`config.mk`:
```
export PLATFORM = sky130hd
export DESIGN_NAME = xmodem_checksum_receiver
export DESIGN_NICKNAME = d
export VERILOG_FILES = /design/src/rtl/xmcr_pkg.sv /design/src/rtl/xmcr_buf.sv /design/src/rtl/xmodem_checksum_receiver.sv
export SDC_FILE = /design/constraint.sdc
export NUM_CORES = 2
export LEC_CHECK = 0
export ABC_AREA = 1
export BUFFER_PORTS_ARGS = -buffer_cell sky130_fd_sc_hd__buf_2
export CAP_MARGIN = 20
export CORE_MARGIN = 5
export CORE_UTILIZATION = 45
export CTS_CLUSTER_SIZE = 12
export DETAILED_ROUTE_END_ITERATION = 6
export HOLD_SLACK_MARGIN = 0.02
export PLACE_DENSITY = 0.67
export SYNTH_ARGS = -nofsm -noshare
export SYNTH_HDL_FRONTEND = slang
export SYNTH_SLANG_ARGS = --single-unit
```
`constraint.sdc`:
```
create_clock -name clk_i -period 11.2 [get_ports clk_i]
set_input_delay 2.24 -clock clk_i [delete_from_list [all_inputs] [get_ports clk_i]]
set_output_delay 2.24 -clock clk_i [all_outputs]
set_load 0.005 [all_outputs]
```
`src/rtl/xmcr_pkg.sv`:
```
package xmcr_pkg;

  // Packet geometry.
  localparam int unsigned DATA_BYTES       = 128;
  localparam int unsigned WRITE_WORD_BYTES = 8;
  localparam int unsigned PKT_LAST         = DATA_BYTES + 3;
  localparam int unsigned WORD_ROWS        =
      (DATA_BYTES + WRITE_WORD_BYTES - 1) / WRITE_WORD_BYTES;
  localparam int unsigned LAST_ROW_BYTES   =
      DATA_BYTES - (WORD_ROWS - 1) * WRITE_WORD_BYTES;
  localparam int unsigned WORD_W           = 8 * WRITE_WORD_BYTES;
  localparam int unsigned ROW_W            = (WORD_ROWS > 1) ? $clog2(WORD_ROWS) : 1;
  localparam int unsigned COL_W            =
      (WRITE_WORD_BYTES > 1) ? $clog2(WRITE_WORD_BYTES) : 1;
  localparam int unsigned POS_W            = $clog2(PKT_LAST + 1);

  // Input operations.
  localparam logic [1:0] OP_START   = 2'd0;
  localparam logic [1:0] OP_BYTE    = 2'd1;
  localparam logic [1:0] OP_TIMEOUT = 2'd2;

  // Result kinds.
  localparam logic [1:0] KIND_TX    = 2'd0;
  localparam logic [1:0] KIND_FLASH = 2'd1;
  localparam logic [1:0] KIND_DONE  = 2'd2;

  // Finish codes.
  localparam logic [1:0] END_JUMP     = 2'd0;
  localparam logic [1:0] END_APP_FAIL = 2'd1;
  localparam logic [1:0] END_ABORT    = 2'd2;
  localparam logic [1:0] END_NO_START = 2'd3;

  // Link bytes.
  localparam logic [7:0] SOH_BYTE = 8'h01;
  localparam logic [7:0] EOT_BYTE = 8'h04;
  localparam logic [7:0] ACK_BYTE = 8'h06;
  localparam logic [7:0] NAK_BYTE = 8'h15;

  // Application check.
  localparam logic [7:0] APP_MARK_A = 8'h82;
  localparam logic [7:0] APP_MARK_B = 8'hAC;
  localparam logic [7:0] JUMP_FLAG  = 8'hA5;
  localparam logic [8:0] BLOCK_PAIR_SUM = 9'h0FF;

  // Configuration register indexes.
  localparam logic CFG_IMAGE_START = 1'b0;
  localparam logic CFG_PRIOR_FIRST = 1'b1;

  localparam logic [23:0] IMAGE_START_RESET = 24'd32768;

  typedef struct packed {
    logic [1:0] op;
    logic [7:0] rx_byte;
  } in_t;

  typedef struct packed {
    logic [1:0]  kind;
    logic [7:0]  tx_byte;
    logic [23:0] flash_addr;
    logic [63:0] flash_data;
    logic [3:0]  flash_bytes;
    logic [1:0]  end_code;
    logic        result_last;
  } out_t;

endpackage

```
`src/rtl/xmcr_buf.sv`:
```
// Packet data buffer, organized as rows of one flash word each. Every byte
// has a valid bit so that bytes never written since reset read as zero.
module xmcr_buf (
  input  logic                               clk_i,
  input  logic                               rst_ni,
  input  logic                               wr_en_i,
  input  logic [xmcr_pkg::ROW_W-1:0]         wr_row_i,
  input  logic [xmcr_pkg::COL_W-1:0]         wr_col_i,
  input  logic [7:0]                         wr_byte_i,
  input  logic [xmcr_pkg::ROW_W-1:0]         rd_row_i,
  output logic [xmcr_pkg::WORD_W-1:0]        rd_word_o
);

  logic [xmcr_pkg::WORD_W-1:0]           mem_q [xmcr_pkg::WORD_ROWS];
  logic [xmcr_pkg::WRITE_WORD_BYTES-1:0] vld_q [xmcr_pkg::WORD_ROWS];
  logic [xmcr_pkg::WORD_W-1:0]           rd_data_q;
  logic [xmcr_pkg::WRITE_WORD_BYTES-1:0] rd_vld_q;

  always_ff @(posedge clk_i) begin
    if (wr_en_i) begin
      mem_q[wr_row_i][wr_col_i*8 +: 8] <= wr_byte_i;
    end
    rd_data_q <= mem_q[rd_row_i];
  end

  always_ff @(posedge clk_i or negedge rst_ni) begin
    if (!rst_ni) begin
      for (int r = 0; r < xmcr_pkg::WORD_ROWS; r++) begin
        vld_q[r] <= '0;
      end
      rd_vld_q <= '0;
    end else begin
      if (wr_en_i) begin
        vld_q[wr_row_i][wr_col_i] <= 1'b1;
      end
      rd_vld_q <= vld_q[rd_row_i];
    end
  end

  always_comb begin
    for (int j = 0; j < xmcr_pkg::WRITE_WORD_BYTES; j++) begin
      rd_word_o[j*8 +: 8] = rd_vld_q[j] ? rd_data_q[j*8 +: 8] : 8'h00;
    end
  end

endmodule

```
`src/rtl/xmodem_checksum_receiver.sv`:
```
// XMODEM receiver with an 8-bit additive checksum that turns a download into
// flash word writes. Input beats are taken while the sequencer is idle; any
// beat but the last beat of a packet or an EOT between packets gives at most
// one result, which waits in the output register while the next beat is
// already taken. The last beat of a packet runs a checksum pass over the
// packet buffer, one flash word row per cycle through its one read port. An
// accepted packet then drains its words through the same port, each word
// read through the registered port before it is sent, followed by ACK; the
// drain waits while the output stalls. EOT gives up to three results, one per
// cycle while the output does not stall. The buffer needs no clearing pass:
// per-byte valid bits clear at reset.
module xmodem_checksum_receiver (
  input  logic               clk_i,
  input  logic               rst_ni,
  input  logic               cfg_we_i,
  input  logic               cfg_idx_i,
  input  logic [23:0]        cfg_data_i,
  input  logic               in_valid_i,
  output logic               in_stall_o,
  input  xmcr_pkg::in_t      in_i,
  output logic               out_valid_o,
  input  logic               out_stall_i,
  output xmcr_pkg::out_t     out_o
);

  localparam logic [1:0] PH_IDLE     = 2'd0;
  localparam logic [1:0] PH_WAIT_SOH = 2'd1;
  localparam logic [1:0] PH_PACKET   = 2'd2;
  localparam logic [1:0] PH_BETWEEN  = 2'd3;

  localparam logic [2:0] S_IDLE     = 3'd0;
  localparam logic [2:0] S_SEND     = 3'd1;
  localparam logic [2:0] S_SUM_RD   = 3'd2;
  localparam logic [2:0] S_SUM_END  = 3'd3;
  localparam logic [2:0] S_WORD     = 3'd4;
  localparam logic [2:0] S_EOT_ACK  = 3'd5;
  localparam logic [2:0] S_EOT_JUMP = 3'd6;

  localparam logic [xmcr_pkg::ROW_W-1:0] LAST_ROW = xmcr_pkg::ROW_W'(xmcr_pkg::WORD_ROWS - 1);
  localparam logic [xmcr_pkg::COL_W-1:0] LAST_COL =
      xmcr_pkg::COL_W'(xmcr_pkg::WRITE_WORD_BYTES - 1);
  localparam logic [xmcr_pkg::POS_W-1:0] POS_LAST = xmcr_pkg::POS_W'(xmcr_pkg::PKT_LAST);

  function automatic xmcr_pkg::out_t mk_tx(logic [7:0] tx, logic last);
    xmcr_pkg::out_t r;
    r = '0;
    r.kind        = xmcr_pkg::KIND_TX;
    r.tx_byte     = tx;
    r.result_last = last;
    return r;
  endfunction

  function automatic xmcr_pkg::out_t mk_done(logic [1:0] code);
    xmcr_pkg::out_t r;
    r = '0;
    r.kind        = xmcr_pkg::KIND_DONE;
    r.end_code    = code;
    r.result_last = 1'b1;
    return r;
  endfunction

  function automatic logic [7:0] word_sum(logic [xmcr_pkg::WORD_W-1:0] w);
    logic [7:0] s;
    s = 8'h00;
    for (int j = 0; j < xmcr_pkg::WRITE_WORD_BYTES; j++) begin
      s = s + w[j*8 +: 8];
    end
    return s;
  endfunction

  logic [23:0] image_start_q;
  logic [7:0]  prior_first_q;

  logic [1:0]                  phase_q;
  logic [xmcr_pkg::POS_W-1:0]  pos_q;
  logic [7:0]                  exp_block_q;
  logic [7:0]                  block_q;
  logic [7:0]                  compl_q;
  logic [7:0]                  check_q;
  logic [23:0]                 waddr_q;
  logic [7:0]                  first_byte_q;
  logic                        first_valid_q;

  logic [2:0]                  state_q;
  logic [xmcr_pkg::ROW_W-1:0]  row_q;
  logic                        rdv_q;
  logic [7:0]                  sum_q;
  logic [23:0]                 faddr_q;
  logic                        jump_q;
  xmcr_pkg::out_t              pend_q;
  logic [xmcr_pkg::COL_W-1:0]  wr_col_q;
  logic [xmcr_pkg::ROW_W-1:0]  wr_row_q;

  xmcr_pkg::out_t              out_q;
  logic                        out_valid_q;

  logic                        in_acc;
  logic                        out_free;
  logic                        buf_we;
  logic                        in_data_pos;
  logic [xmcr_pkg::WORD_W-1:0] rd_word;
  logic [7:0]                  sum_acc;
  logic                        pkt_ok;
  logic [7:0]                  first_sel;
  logic                        app_ok;
  logic                        last_row;
  xmcr_pkg::out_t              word_res;

  assign in_stall_o  = (state_q != S_IDLE);
  assign in_acc      = in_valid_i && !in_stall_o;
  assign out_free    = !out_valid_q || !out_stall_i;
  assign out_valid_o = out_valid_q;
  assign out_o       = out_q;

  assign in_data_pos = (pos_q >= xmcr_pkg::POS_W'(3)) && (pos_q < POS_LAST);
  assign buf_we      = in_acc && (in_i.op == xmcr_pkg::OP_BYTE) &&
                       (phase_q == PH_PACKET) && in_data_pos;

  xmcr_buf u_buf (
    .clk_i     (clk_i),
    .rst_ni    (rst_ni),
    .wr_en_i   (buf_we),
    .wr_row_i  (wr_row_q),
    .wr_col_i  (wr_col_q),
    .wr_byte_i (in_i.rx_byte),
    .rd_row_i  (row_q),
    .rd_word_o (rd_word)
  );

  assign sum_acc = sum_q + word_sum(rd_word);
  assign pkt_ok  = (({1'b0, block_q} + {1'b0, compl_q}) == xmcr_pkg::BLOCK_PAIR_SUM) &&
                   (block_q == exp_block_q) && (sum_acc == check_q);

  assign first_sel = first_valid_q ? first_byte_q : prior_first_q;
  assign app_ok    = first_sel inside {xmcr_pkg::APP_MARK_A, xmcr_pkg::APP_MARK_B};
  assign last_row  = (row_q == LAST_ROW);

  always_comb begin
    word_res             = '0;
    word_res.kind        = xmcr_pkg::KIND_FLASH;
    word_res.flash_addr  = faddr_q;
    word_res.flash_data  = 64'(rd_word);
    word_res.flash_bytes = last_row ? 4'(xmcr_pkg::LAST_ROW_BYTES)
                                    : 4'(xmcr_pkg::WRITE_WORD_BYTES);
  end

  always_ff @(posedge clk_i or negedge rst_ni) begin
    if (!rst_ni) begin
      image_start_q <= xmcr_pkg::IMAGE_START_RESET;
      prior_first_q <= 8'h00;
    end else if (cfg_we_i) begin
      case (cfg_idx_i)
        xmcr_pkg::CFG_IMAGE_START: image_start_q <= cfg_data_i;
        xmcr_pkg::CFG_PRIOR_FIRST: prior_first_q <= cfg_data_i[7:0];
        default: ;
      endcase
    end
  end

  always_ff @(posedge clk_i or negedge rst_ni) begin
    if (!rst_ni) begin
      phase_q       <= PH_IDLE;
      pos_q         <= '0;
      exp_block_q   <= 8'h01;
      block_q       <= 8'h00;
      compl_q       <= 8'h00;
      check_q       <= 8'h00;
      waddr_q       <= xmcr_pkg::IMAGE_START_RESET;
      first_byte_q  <= 8'h00;
      first_valid_q <= 1'b0;
      state_q       <= S_IDLE;
      row_q         <= '0;
      rdv_q         <= 1'b0;
      sum_q         <= 8'h00;
      faddr_q       <= '0;
      jump_q        <= 1'b0;
      pend_q        <= '0;
      wr_col_q      <= '0;
      wr_row_q      <= '0;
      out_q         <= '0;
      out_valid_q   <= 1'b0;
    end else begin
      if (!out_stall_i) begin
        out_valid_q <= 1'b0;
      end

      case (state_q)
        S_IDLE: begin
          if (in_acc) begin
            if (in_i.op == xmcr_pkg::OP_START) begin
              phase_q       <= PH_WAIT_SOH;
              pos_q         <= '0;
              exp_block_q   <= 8'h01;
              waddr_q       <= image_start_q;
              first_valid_q <= 1'b0;
              pend_q        <= mk_tx(xmcr_pkg::NAK_BYTE, 1'b1);
              state_q       <= S_SEND;
            end else if (in_i.op != xmcr_pkg::OP_BYTE && in_i.op != xmcr_pkg::OP_TIMEOUT) begin
              // Undefined operation: nothing happens.
            end else begin
              case (phase_q)
                PH_WAIT_SOH: begin
                  if (in_i.op == xmcr_pkg::OP_BYTE && in_i.rx_byte == xmcr_pkg::SOH_BYTE) begin
                    phase_q <= PH_PACKET;
                    pos_q   <= xmcr_pkg::POS_W'(1);
                  end else begin
                    phase_q <= PH_IDLE;
                    pend_q  <= mk_done(xmcr_pkg::END_NO_START);
                    state_q <= S_SEND;
                  end
                end
                PH_PACKET: begin
                  if (in_i.op == xmcr_pkg::OP_BYTE) begin
                    if (pos_q == xmcr_pkg::POS_W'(1)) begin
                      block_q <= in_i.rx_byte;
                    end else if (pos_q == xmcr_pkg::POS_W'(2)) begin
                      compl_q <= in_i.rx_byte;
                    end else if (pos_q == POS_LAST) begin
                      check_q <= in_i.rx_byte;
                    end
                  end
                  // A timeout advances the position just like a byte does.
                  if (pos_q == xmcr_pkg::POS_W'(2)) begin
                    wr_col_q <= '0;
                    wr_row_q <= '0;
                  end else if (in_data_pos) begin
                    if (wr_col_q == LAST_COL) begin
                      wr_col_q <= '0;
                      wr_row_q <= xmcr_pkg::ROW_W'(wr_row_q + 1'b1);
                    end else begin
                      wr_col_q <= xmcr_pkg::COL_W'(wr_col_q + 1'b1);
                    end
                  end
                  if (pos_q >= POS_LAST) begin
                    phase_q <= PH_BETWEEN;
                    row_q   <= '0;
                    rdv_q   <= 1'b0;
                    sum_q   <= 8'h00;
                    state_q <= S_SUM_RD;
                  end else begin
                    pos_q <= xmcr_pkg::POS_W'(pos_q + 1'b1);
                  end
                end
                PH_BETWEEN: begin
                  if (in_i.op == xmcr_pkg::OP_BYTE) begin
                    if (in_i.rx_byte == xmcr_pkg::SOH_BYTE) begin
                      phase_q <= PH_PACKET;
                      pos_q   <= xmcr_pkg::POS_W'(1);
                    end else if (in_i.rx_byte == xmcr_pkg::EOT_BYTE) begin
                      phase_q <= PH_IDLE;
                      jump_q  <= app_ok;
                      state_q <= S_EOT_ACK;
                    end else begin
                      phase_q <= PH_IDLE;
                      pend_q  <= mk_done(xmcr_pkg::END_ABORT);
                      state_q <= S_SEND;
                    end
                  end
                end
                default: ;
              endcase
            end
          end
        end

        S_SEND: begin
          if (out_free) begin
            out_q       <= pend_q;
            out_valid_q <= 1'b1;
            state_q     <= S_IDLE;
          end
        end

        // One buffer row is read per cycle; its registered data is summed in the following cycle.
        S_SUM_RD: begin
          if (rdv_q) begin
            sum_q <= sum_acc;
          end
          rdv_q <= 1'b1;
          if (last_row) begin
            state_q <= S_SUM_END;
          end else begin
            row_q <= xmcr_pkg::ROW_W'(row_q + 1'b1);
          end
        end

        S_SUM_END: begin
          row_q   <= '0;
          rdv_q   <= 1'b0;
          faddr_q <= waddr_q;
          if (pkt_ok) begin
            exp_block_q <= exp_block_q + 8'h01;
            state_q     <= S_WORD;
          end else begin
            pend_q  <= mk_tx(xmcr_pkg::NAK_BYTE, 1'b1);
            state_q <= S_SEND;
          end
        end

        // The read address holds on the current row until its word is sent.
        S_WORD: begin
          rdv_q <= 1'b1;
          if (rdv_q && out_free) begin
            out_q       <= word_res;
            out_valid_q <= 1'b1;
            rdv_q       <= 1'b0;
            faddr_q     <= faddr_q + 24'(xmcr_pkg::WRITE_WORD_BYTES);
            if (row_q == '0 && !first_valid_q) begin
              first_byte_q  <= rd_word[7:0];
              first_valid_q <= 1'b1;
            end
            if (last_row) begin
              waddr_q <= waddr_q + 24'(xmcr_pkg::DATA_BYTES);
              pend_q  <= mk_tx(xmcr_pkg::ACK_BYTE, 1'b1);
              state_q <= S_SEND;
            end else begin
              row_q <= xmcr_pkg::ROW_W'(row_q + 1'b1);
            end
          end
        end

        S_EOT_ACK: begin
          if (out_free) begin
            out_q       <= mk_tx(xmcr_pkg::ACK_BYTE, 1'b0);
            out_valid_q <= 1'b1;
            if (jump_q) begin
              state_q <= S_EOT_JUMP;
            end else begin
              pend_q  <= mk_done(xmcr_pkg::END_APP_FAIL);
              state_q <= S_SEND;
            end
          end
        end

        S_EOT_JUMP: begin
          if (out_free) begin
            out_q             <= '0;
            out_q.kind        <= xmcr_pkg::KIND_FLASH;
            out_q.flash_addr  <= image_start_q - 24'd1;
            out_q.flash_data  <= 64'(xmcr_pkg::JUMP_FLAG);
            out_q.flash_bytes <= 4'd1;
            out_valid_q       <= 1'b1;
            pend_q            <= mk_done(xmcr_pkg::END_JUMP);
            state_q           <= S_SEND;
          end
        end

        default: begin
          state_q <= S_IDLE;
        end
      endcase
    end
  end

  // The sequencer only leaves idle when a beat is taken.
  a_idle_needs_beat: assert property (@(posedge clk_i) disable iff (!rst_ni)
    (state_q == S_IDLE) && !in_acc |=> (state_q == S_IDLE))
    else $error("sequencer left idle without an input beat");

  // Packet drain happens only between packets.
  a_word_between: assert property (@(posedge clk_i) disable iff (!rst_ni)
    (state_q == S_WORD) |-> (phase_q == PH_BETWEEN))
    else $error("flash words drained outside the between-packets phase");

  // A flash write carries between one and one word of bytes.
  a_flash_bytes: assert property (@(posedge clk_i) disable iff (!rst_ni)
    out_valid_o && (out_o.kind == xmcr_pkg::KIND_FLASH) |->
      (out_o.flash_bytes != 4'd0) &&
      (out_o.flash_bytes <= 4'(xmcr_pkg::WRITE_WORD_BYTES)))
    else $error("flash write with a bad byte count");

  // A finish result always closes the results of its beat.
  a_done_last: assert property (@(posedge clk_i) disable iff (!rst_ni)
    out_valid_o && (out_o.kind == xmcr_pkg::KIND_DONE) |-> out_o.result_last)
    else $error("finish result not marked last");

  // A new output is loaded only when the output register is free.
  a_no_overwrite: assert property (@(posedge clk_i) disable iff (!rst_ni)
    out_valid_o && out_stall_i |=> out_valid_o && $stable(out_o))
    else $error("pending result overwritten");

endmodule
```
======== Word level (Yosys, flattened, before mapping) ========
Memory sizes are Yosys's and may differ from the RTL's. A register that Yosys moved wholly into a read port is not among the register bits.
Index checks and enable logic that the tools add are counted.
cells by class
  reductions and logical operators ........ 55
  mux-type cells .......................... 118
  $lt $le $gt $ge ......................... 8
  bitwise logic cells ..................... 9
  add/sub/neg operators ................... 18
  equal/unequal tests ..................... 55
  shift operators ......................... 2
operators with widths
  cell                       number
  $mux W105                  17
  $pmux W105 S5              1
  $pmux W105 S4              1
  $mux W8                    27
  $pmux W105 S2              1
  $or A128 B128 Y128         1
  $mux W24                   5
  $pmux W24 S2               2
  $add A8 B8 Y8              8
  $mux W64                   1
  $shift A8 B34 Y64 const A  1
  $shiftx A8 B34 Y64         1
  $mux W3                    19
  $mux W4                    10
  $ne A2 B2 Y1 const B       19
  $neg A6 Y34                1
  $bmux W8 S4                1
  $demux W8 S4               1
  $pmux W8 S2                2
  $reduce_and A7 Y1          4
  $add A24 B4 Y24 const B    1
  $add A24 B8 Y24 const B    1
  $eq A8 B8 Y1 const B       3
  $pmux W8 S3                1
  60 further kinds           136
storage, ports and cells
  bits of input ports ..................... 40
  logic and storage cells ................. 317
  output and inout port bits .............. 107
  memories kept ........................... 1
  register bits ........................... 502
  bits in writable memories ............... 1,024
memories
  name         depth  bits a word  rd ports  clocked after memory_dff  write ports  line            source
  u_buf.mem_q  16     64           1         1                         1            xmcr_buf.sv:14  logic [xmcr_pkg::WORD_W-1:0] mem_q [xmcr_pkg::WORD_ROWS];

======== Longest topological paths before layout ========
  depth in word-level cells ............... 13
  depth in mapped cells ................... 31
  gate-level depth less buffers ........... 30

======== Modules after synthesis ========
From an unflattened synthesis, not the netlist that was laid out.
unflattened totals
  cells, all modules ...................... 7,098
  area, all modules ....................... 67,624.9 um^2
modules (own cells, without submodules)
  module                    seq. area each (um^2)  instances  cells an instance  area each (um^2)
  xmcr_buf                  35,434.0               1          5,337              52,845.7
  xmodem_checksum_receiver  6,535.0                1          1,761              14,779.2

======== Worst setup path after synthesis ========
No wires, ideal clock.
  path type ............................... flip-flop to flip-flop
  from .................................... reg u_buf.rd_vld_q[0] (netlist name)
  to ...................................... reg pend_q[104] (netlist name)
  setup slack ............................. 6,197 ps
  setup time .............................. 118 ps
  data required time ...................... 11,082 ps
  cell stages (with the launch flop) ...... 26
  period minus slack after synthesis ...... 5,003 ps
  data arrival time ....................... 4,885 ps
  cells stage by stage .................... dfrtp_1 clkbuf_1 nand2_1 fa_1 inv_1 fa_1 fa_1 inv_1 fa_1 inv_1 ha_1 inv_1 fa_1 nand2_1 o21ai_0 nor2_1 nand2_1 nor2_1 nand2_1 nor2_1 nand3_1 nor2_1 nand4_1 clkbuf_1 nand4_1 nand2_1
on the way
  cells in the longest elaborated chain, start to end .. 13
ends and longest elaborated chain
  what                          line                             source
  from (decl)                   xmcr_buf.sv:17                   logic [xmcr_pkg::WRITE_WORD_BYTES-1:0] rd_vld_q;
  from (signal assigned)        xmcr_buf.sv:36                   rd_vld_q <= vld_q[rd_row_i];
  $mux W8                       xmcr_buf.sv:42                   rd_word_o[j*8 +: 8] = rd_vld_q[j] ? rd_data_q[j*8 +: 8] : 8'h00;
  $add A8 B8 Y8 (7 in a row)    xmodem_checksum_receiver.sv:66   s = s + w[j*8 +: 8];
  $add A8 B8 Y8                 xmodem_checksum_receiver.sv:130  assign sum_acc = sum_q + word_sum(rd_word);
  $eq A8 B8 Y1                  xmodem_checksum_receiver.sv:132  (block_q == exp_block_q) && (sum_acc == check_q);
  $logic_and A1 B1 Y1           xmodem_checksum_receiver.sv:132
  $ne A2 B2 Y1 (no line)        n/a
  $reduce_and A14 Y1 (no line)  n/a
  to (signal assigned)          xmodem_checksum_receiver.sv:196  pend_q <= mk_tx(xmcr_pkg::NAK_BYTE, 1'b1);
  to (signal assigned)          xmodem_checksum_receiver.sv:208  pend_q <= mk_done(xmcr_pkg::END_NO_START);
  to (signal assigned)          xmodem_checksum_receiver.sv:255  pend_q <= mk_done(xmcr_pkg::END_ABORT);
  to (decl)                     xmodem_checksum_receiver.sv:90   xmcr_pkg::out_t pend_q;
No other way between the ends.
A chain may end at the register's enable or synchronous reset.

======== Worst setup path after layout ========
  from .................................... reg u_buf.rd_vld_q[0] (netlist name)
  to ...................................... reg pend_q[2] (netlist name)
The elaborated chain is that of the path after synthesis.

==> run_results.csv <==
group,metric,value,unit
status,status,"completed",
grt,grt_pass1_vias,41500,
critical_path,crit_start,"u_buf.rd_vld_q[0]",
finish,layout_commonest_cell,"edfxtp_1",
grt,track_usage,24.2,%
sta,max_freq,167,MHz
place,placed_area,64700,um2
routing,wirelength,181,mm
grt,antenna_found_initial,12,
flow_run,cap_violations,0,
grt,grt_pass1_wl,268,mm
die,start_util,45.3,%
cts,h-tree-depth,4,
place,gp_congestion,0.953,
place,dp_slack,5.32,ns
grt,overflow,0,
finish,drive_above_1_share,9.28,%
logic_synthesis,synth_largest_area_cell,"edfxtp_1",
die,num_rows,136,
sta,skew,0.0400,ns
die,die_h,382,um
cts,cts_root_buf,"clkbuf_16",
routing,drtAntennaViolNets,0,
logic_synthesis,synth_edf_count,1024,
critical_path,r2r_start,"u_buf.rd_vld_q[0]",
place,portBuffers,140,
power_and_ir_drop,ir_worst_vdd,0.466,mV
worst_hold_path,holdCritStartpoint,"u_buf.vld_q[22]",
critical_path,worstPathMaxFanout,16,
logic_synthesis,ys_top_cells_by_area,"edfxtp_1 (49%), dfrtp_1 (16%), o21ai_0 (7.0%)",
die,core,138000,um2
critical_path,reg2reg_depth,24,
sta,postLayoutSetupSlackWorst,5.20,ns
worst_hold_path,min_path_cells,2,
logic_synthesis,ys_warn_count,0,
power_and_ir_drop,power,19.6,mW
logic_synthesis,synthDistinctLibCells,66,
sta,rsz0062_at_grt,"no",
routing,drt-initial-drc-count,4866,
place,place_inst,7358,
critical_path,r2r-end,"pend_q[2]",
finish,finalNonFillerCells,7668,
sta,slew_headroom,27.0,%
logic_synthesis,avgSynthCellArea,11.0,um2
cts,clockBufferDepth,3,
logic_synthesis,synthCells,5668,
sta,drv_slew,0,
cts,cts_tree,"done",
power_and_ir_drop,powerDensity,281,nW/um2
die,ios,147,
finish,final_cell_mix,"edfxtp_1 (1,024), o21ai_0 (870), nor2_1 (836), nand2_1 (834), dfrtp_1 (392)",
critical_path,crit_type,"reg2reg",
cts,numClockSinks,1485,
cts,clk_latency,0.79,ns
place,hpwl,114,mm
sta,fin_crit_sh,53.6,%
critical_path,arrival,6.71,ns
critical_path,end_kind,"flip-flop",
routing,firstDrtPassIters,6,
finish,syn2layout_area_growth,12.0,%
routing,drc,0,
worst_hold_path,holdCritPathClass,"reg2reg",
cts,clk_pin_slew_worst_paths,0.06,ns
sta,final-setup-viol-count,0,
logic_synthesis,async_flop_share,26.7,%
critical_path,cp.required,11.90,ns
critical_path,critPathLaunchType,"flip-flop",
logic_synthesis,ys_ff_latch,1485,
sta,whs,0.452,ns
logic_synthesis,synthFlopType,"edfxtp_1",
critical_path,r2r_slack,5.20,ns
routing,via_count,44400,
logic_synthesis,ys_seq_area_share,67.3,%
routing,avgViaCountPerCell,5.78,
sta,fin_tns_setup,0,ns
finish,num-nets-final,5882,
worst_hold_path,holdPathEnd,"u_buf.vld_q[22]",
sta,tightest_slew,1.09,ns
power_and_ir_drop,p_leak,27.3,nW
grt,grt_max_degree,199,
sta,hold_viol_final,0,
cts,numCtsBuffers,154,
cts,ctsHoldBuffers,0,
cts,cts_setup_buffers,0,
die,dieArea,146000,um2
routing,post_drt_wl_per_cell,23.6,um
logic_synthesis,synth_area,62400,um2
finish,finalInstanceArea,69900,um2
die,die_w,382,um
finish,layout.filler_cells,12000,
sta,post-route-min-period,6.00,ns
finish,final_core_util,50.8,%
cts,cts.repair.resized,0,
logic_synthesis,synth_top_area_share,49.3,%
## cell type report
class / count / area [um2] / area share [%]
Antenna cell: 3 / 7.51 / 0.0107
Clock buffer: 228 / 4400 / 6.30
Clock inverter: 42 / 450 / 0.645
Inverter: 356 / 1350 / 1.94
Multi-Input combinational cell: 3497 / 17700 / 25.4
Sequential cell: 1485 / 42000 / 60.1
Tap cell: 1794 / 2240 / 3.21
Timing Repair Buffer: 263 / 1700 / 2.44
## how the worst max path moves through the flow
stage             endpoint  cells past startpoint
2_1_floorplan  pend_q[104]                     25
3_3_place_gp    pend_q[95]                     24
3_5_place_dp     pend_q[2]                     24
4_1_cts          pend_q[2]                     24
5_1_grt        pend_q[104]                     24
6_report         pend_q[2]                     24
## layer usage
| metal | up-vias | track usage [%] | share of wire (%) |
|---|---|---|---|
| met3 | 327 | 6.30 | 11 |
| met4 | 8 | 7.90 | 3.2 |
| li1 | 20000 | - | - |
| met1 | 21900 | 33.6 | 41 |
| met2 | 2156 | 37.5 | 46 |
| met5 | - | 0 | 0.030 |
## critical path: stages (launching register included)
cell     delay (ns)
dfrtp_1        0.54
nand2_1        0.17
fa_1           0.55
inv_1          0.06
fa_1           0.50
fa_1           0.55
inv_1          0.06
fa_1           0.47
inv_1          0.08
ha_1           0.19
inv_1          0.08
fa_1           0.43
inv_1          0.08
nand3_1        0.12
nand2_1        0.12
nand2_1        0.08
nand3_1        0.07
nand2_1        0.07
nor2_1         0.15
nand3_1        0.09
nor2_1         0.17
nand4_1        0.65
nand3_1        0.50
nand2_1        0.10
nand2_1        0.07
## sequential cells by signal, summed over array words and instances (netlist names), 4 cells and up
register,cells
u_buf.rd_data_q,64
pend_q,7
u_buf.vld_q,128
image_start_q,24
wr_row_q,4
sum_q,8
check_q,8
out_o,98
faddr_q,24
prior_first_q,8
u_buf.mem_q,1024
first_byte_q,8
block_q,8
exp_block_q,8
row_q,4
u_buf.rd_vld_q,8
pos_q,8
compl_q,8
waddr_q,24
## kinds of logic after synthesis
| family | synth area share [%] |
|---|---|
| AND/OR/NAND/NOR | 12.7 |
| flip-flops | 67.3 |
| AO/OA/AOI/OAI | 12.8 |
| buffers and inverters | 4.37 |
| adder cells (fa/ha/maj) | 2.25 |
| XOR/XNOR | 0.421 |
| multiplexers | 0.122 |
| other | 0.00601 |
## cells in the mapped netlist, types with 9 or more instances
| master | instances |
|---|---|
| a2111o_1 | 9 |
| a21boi_0 | 9 |
| a21oi_1 | 142 |
| a31oi_1 | 11 |
| buf_1 | 21 |
| buf_2 | 28 |
| clkbuf_1 | 271 |
| dfrtp_1 | 394 |
| dfxtp_1 | 64 |
| edfxtp_1 | 1024 |
| fa_1 | 45 |
| ha_1 | 40 |
| inv_1 | 340 |
| inv_2 | 12 |
| nand2_1 | 835 |
| nand3_1 | 89 |
| nand4_1 | 89 |
| nor2_1 | 839 |
| nor3_1 | 40 |
| o211ai_1 | 11 |
| o21ai_0 | 870 |
| o21bai_1 | 50 |
| o21bai_2 | 16 |
| o22ai_1 | 271 |
| xor2_1 | 25 |
## report_power, final
group | internal [mW] | total [mW] | switching [mW] | leakage (nW)
clock network | 2.84 | 4.97 | 2.12 | 2.36
registers | 6.55 | 6.97 | 0.424 | 15.1
logic | 2.35 | 7.67 | 5.32 | 9.76
total | 11.7 | 19.6 | 7.87 | 27.3
Power figures use the tool's default switching activity.
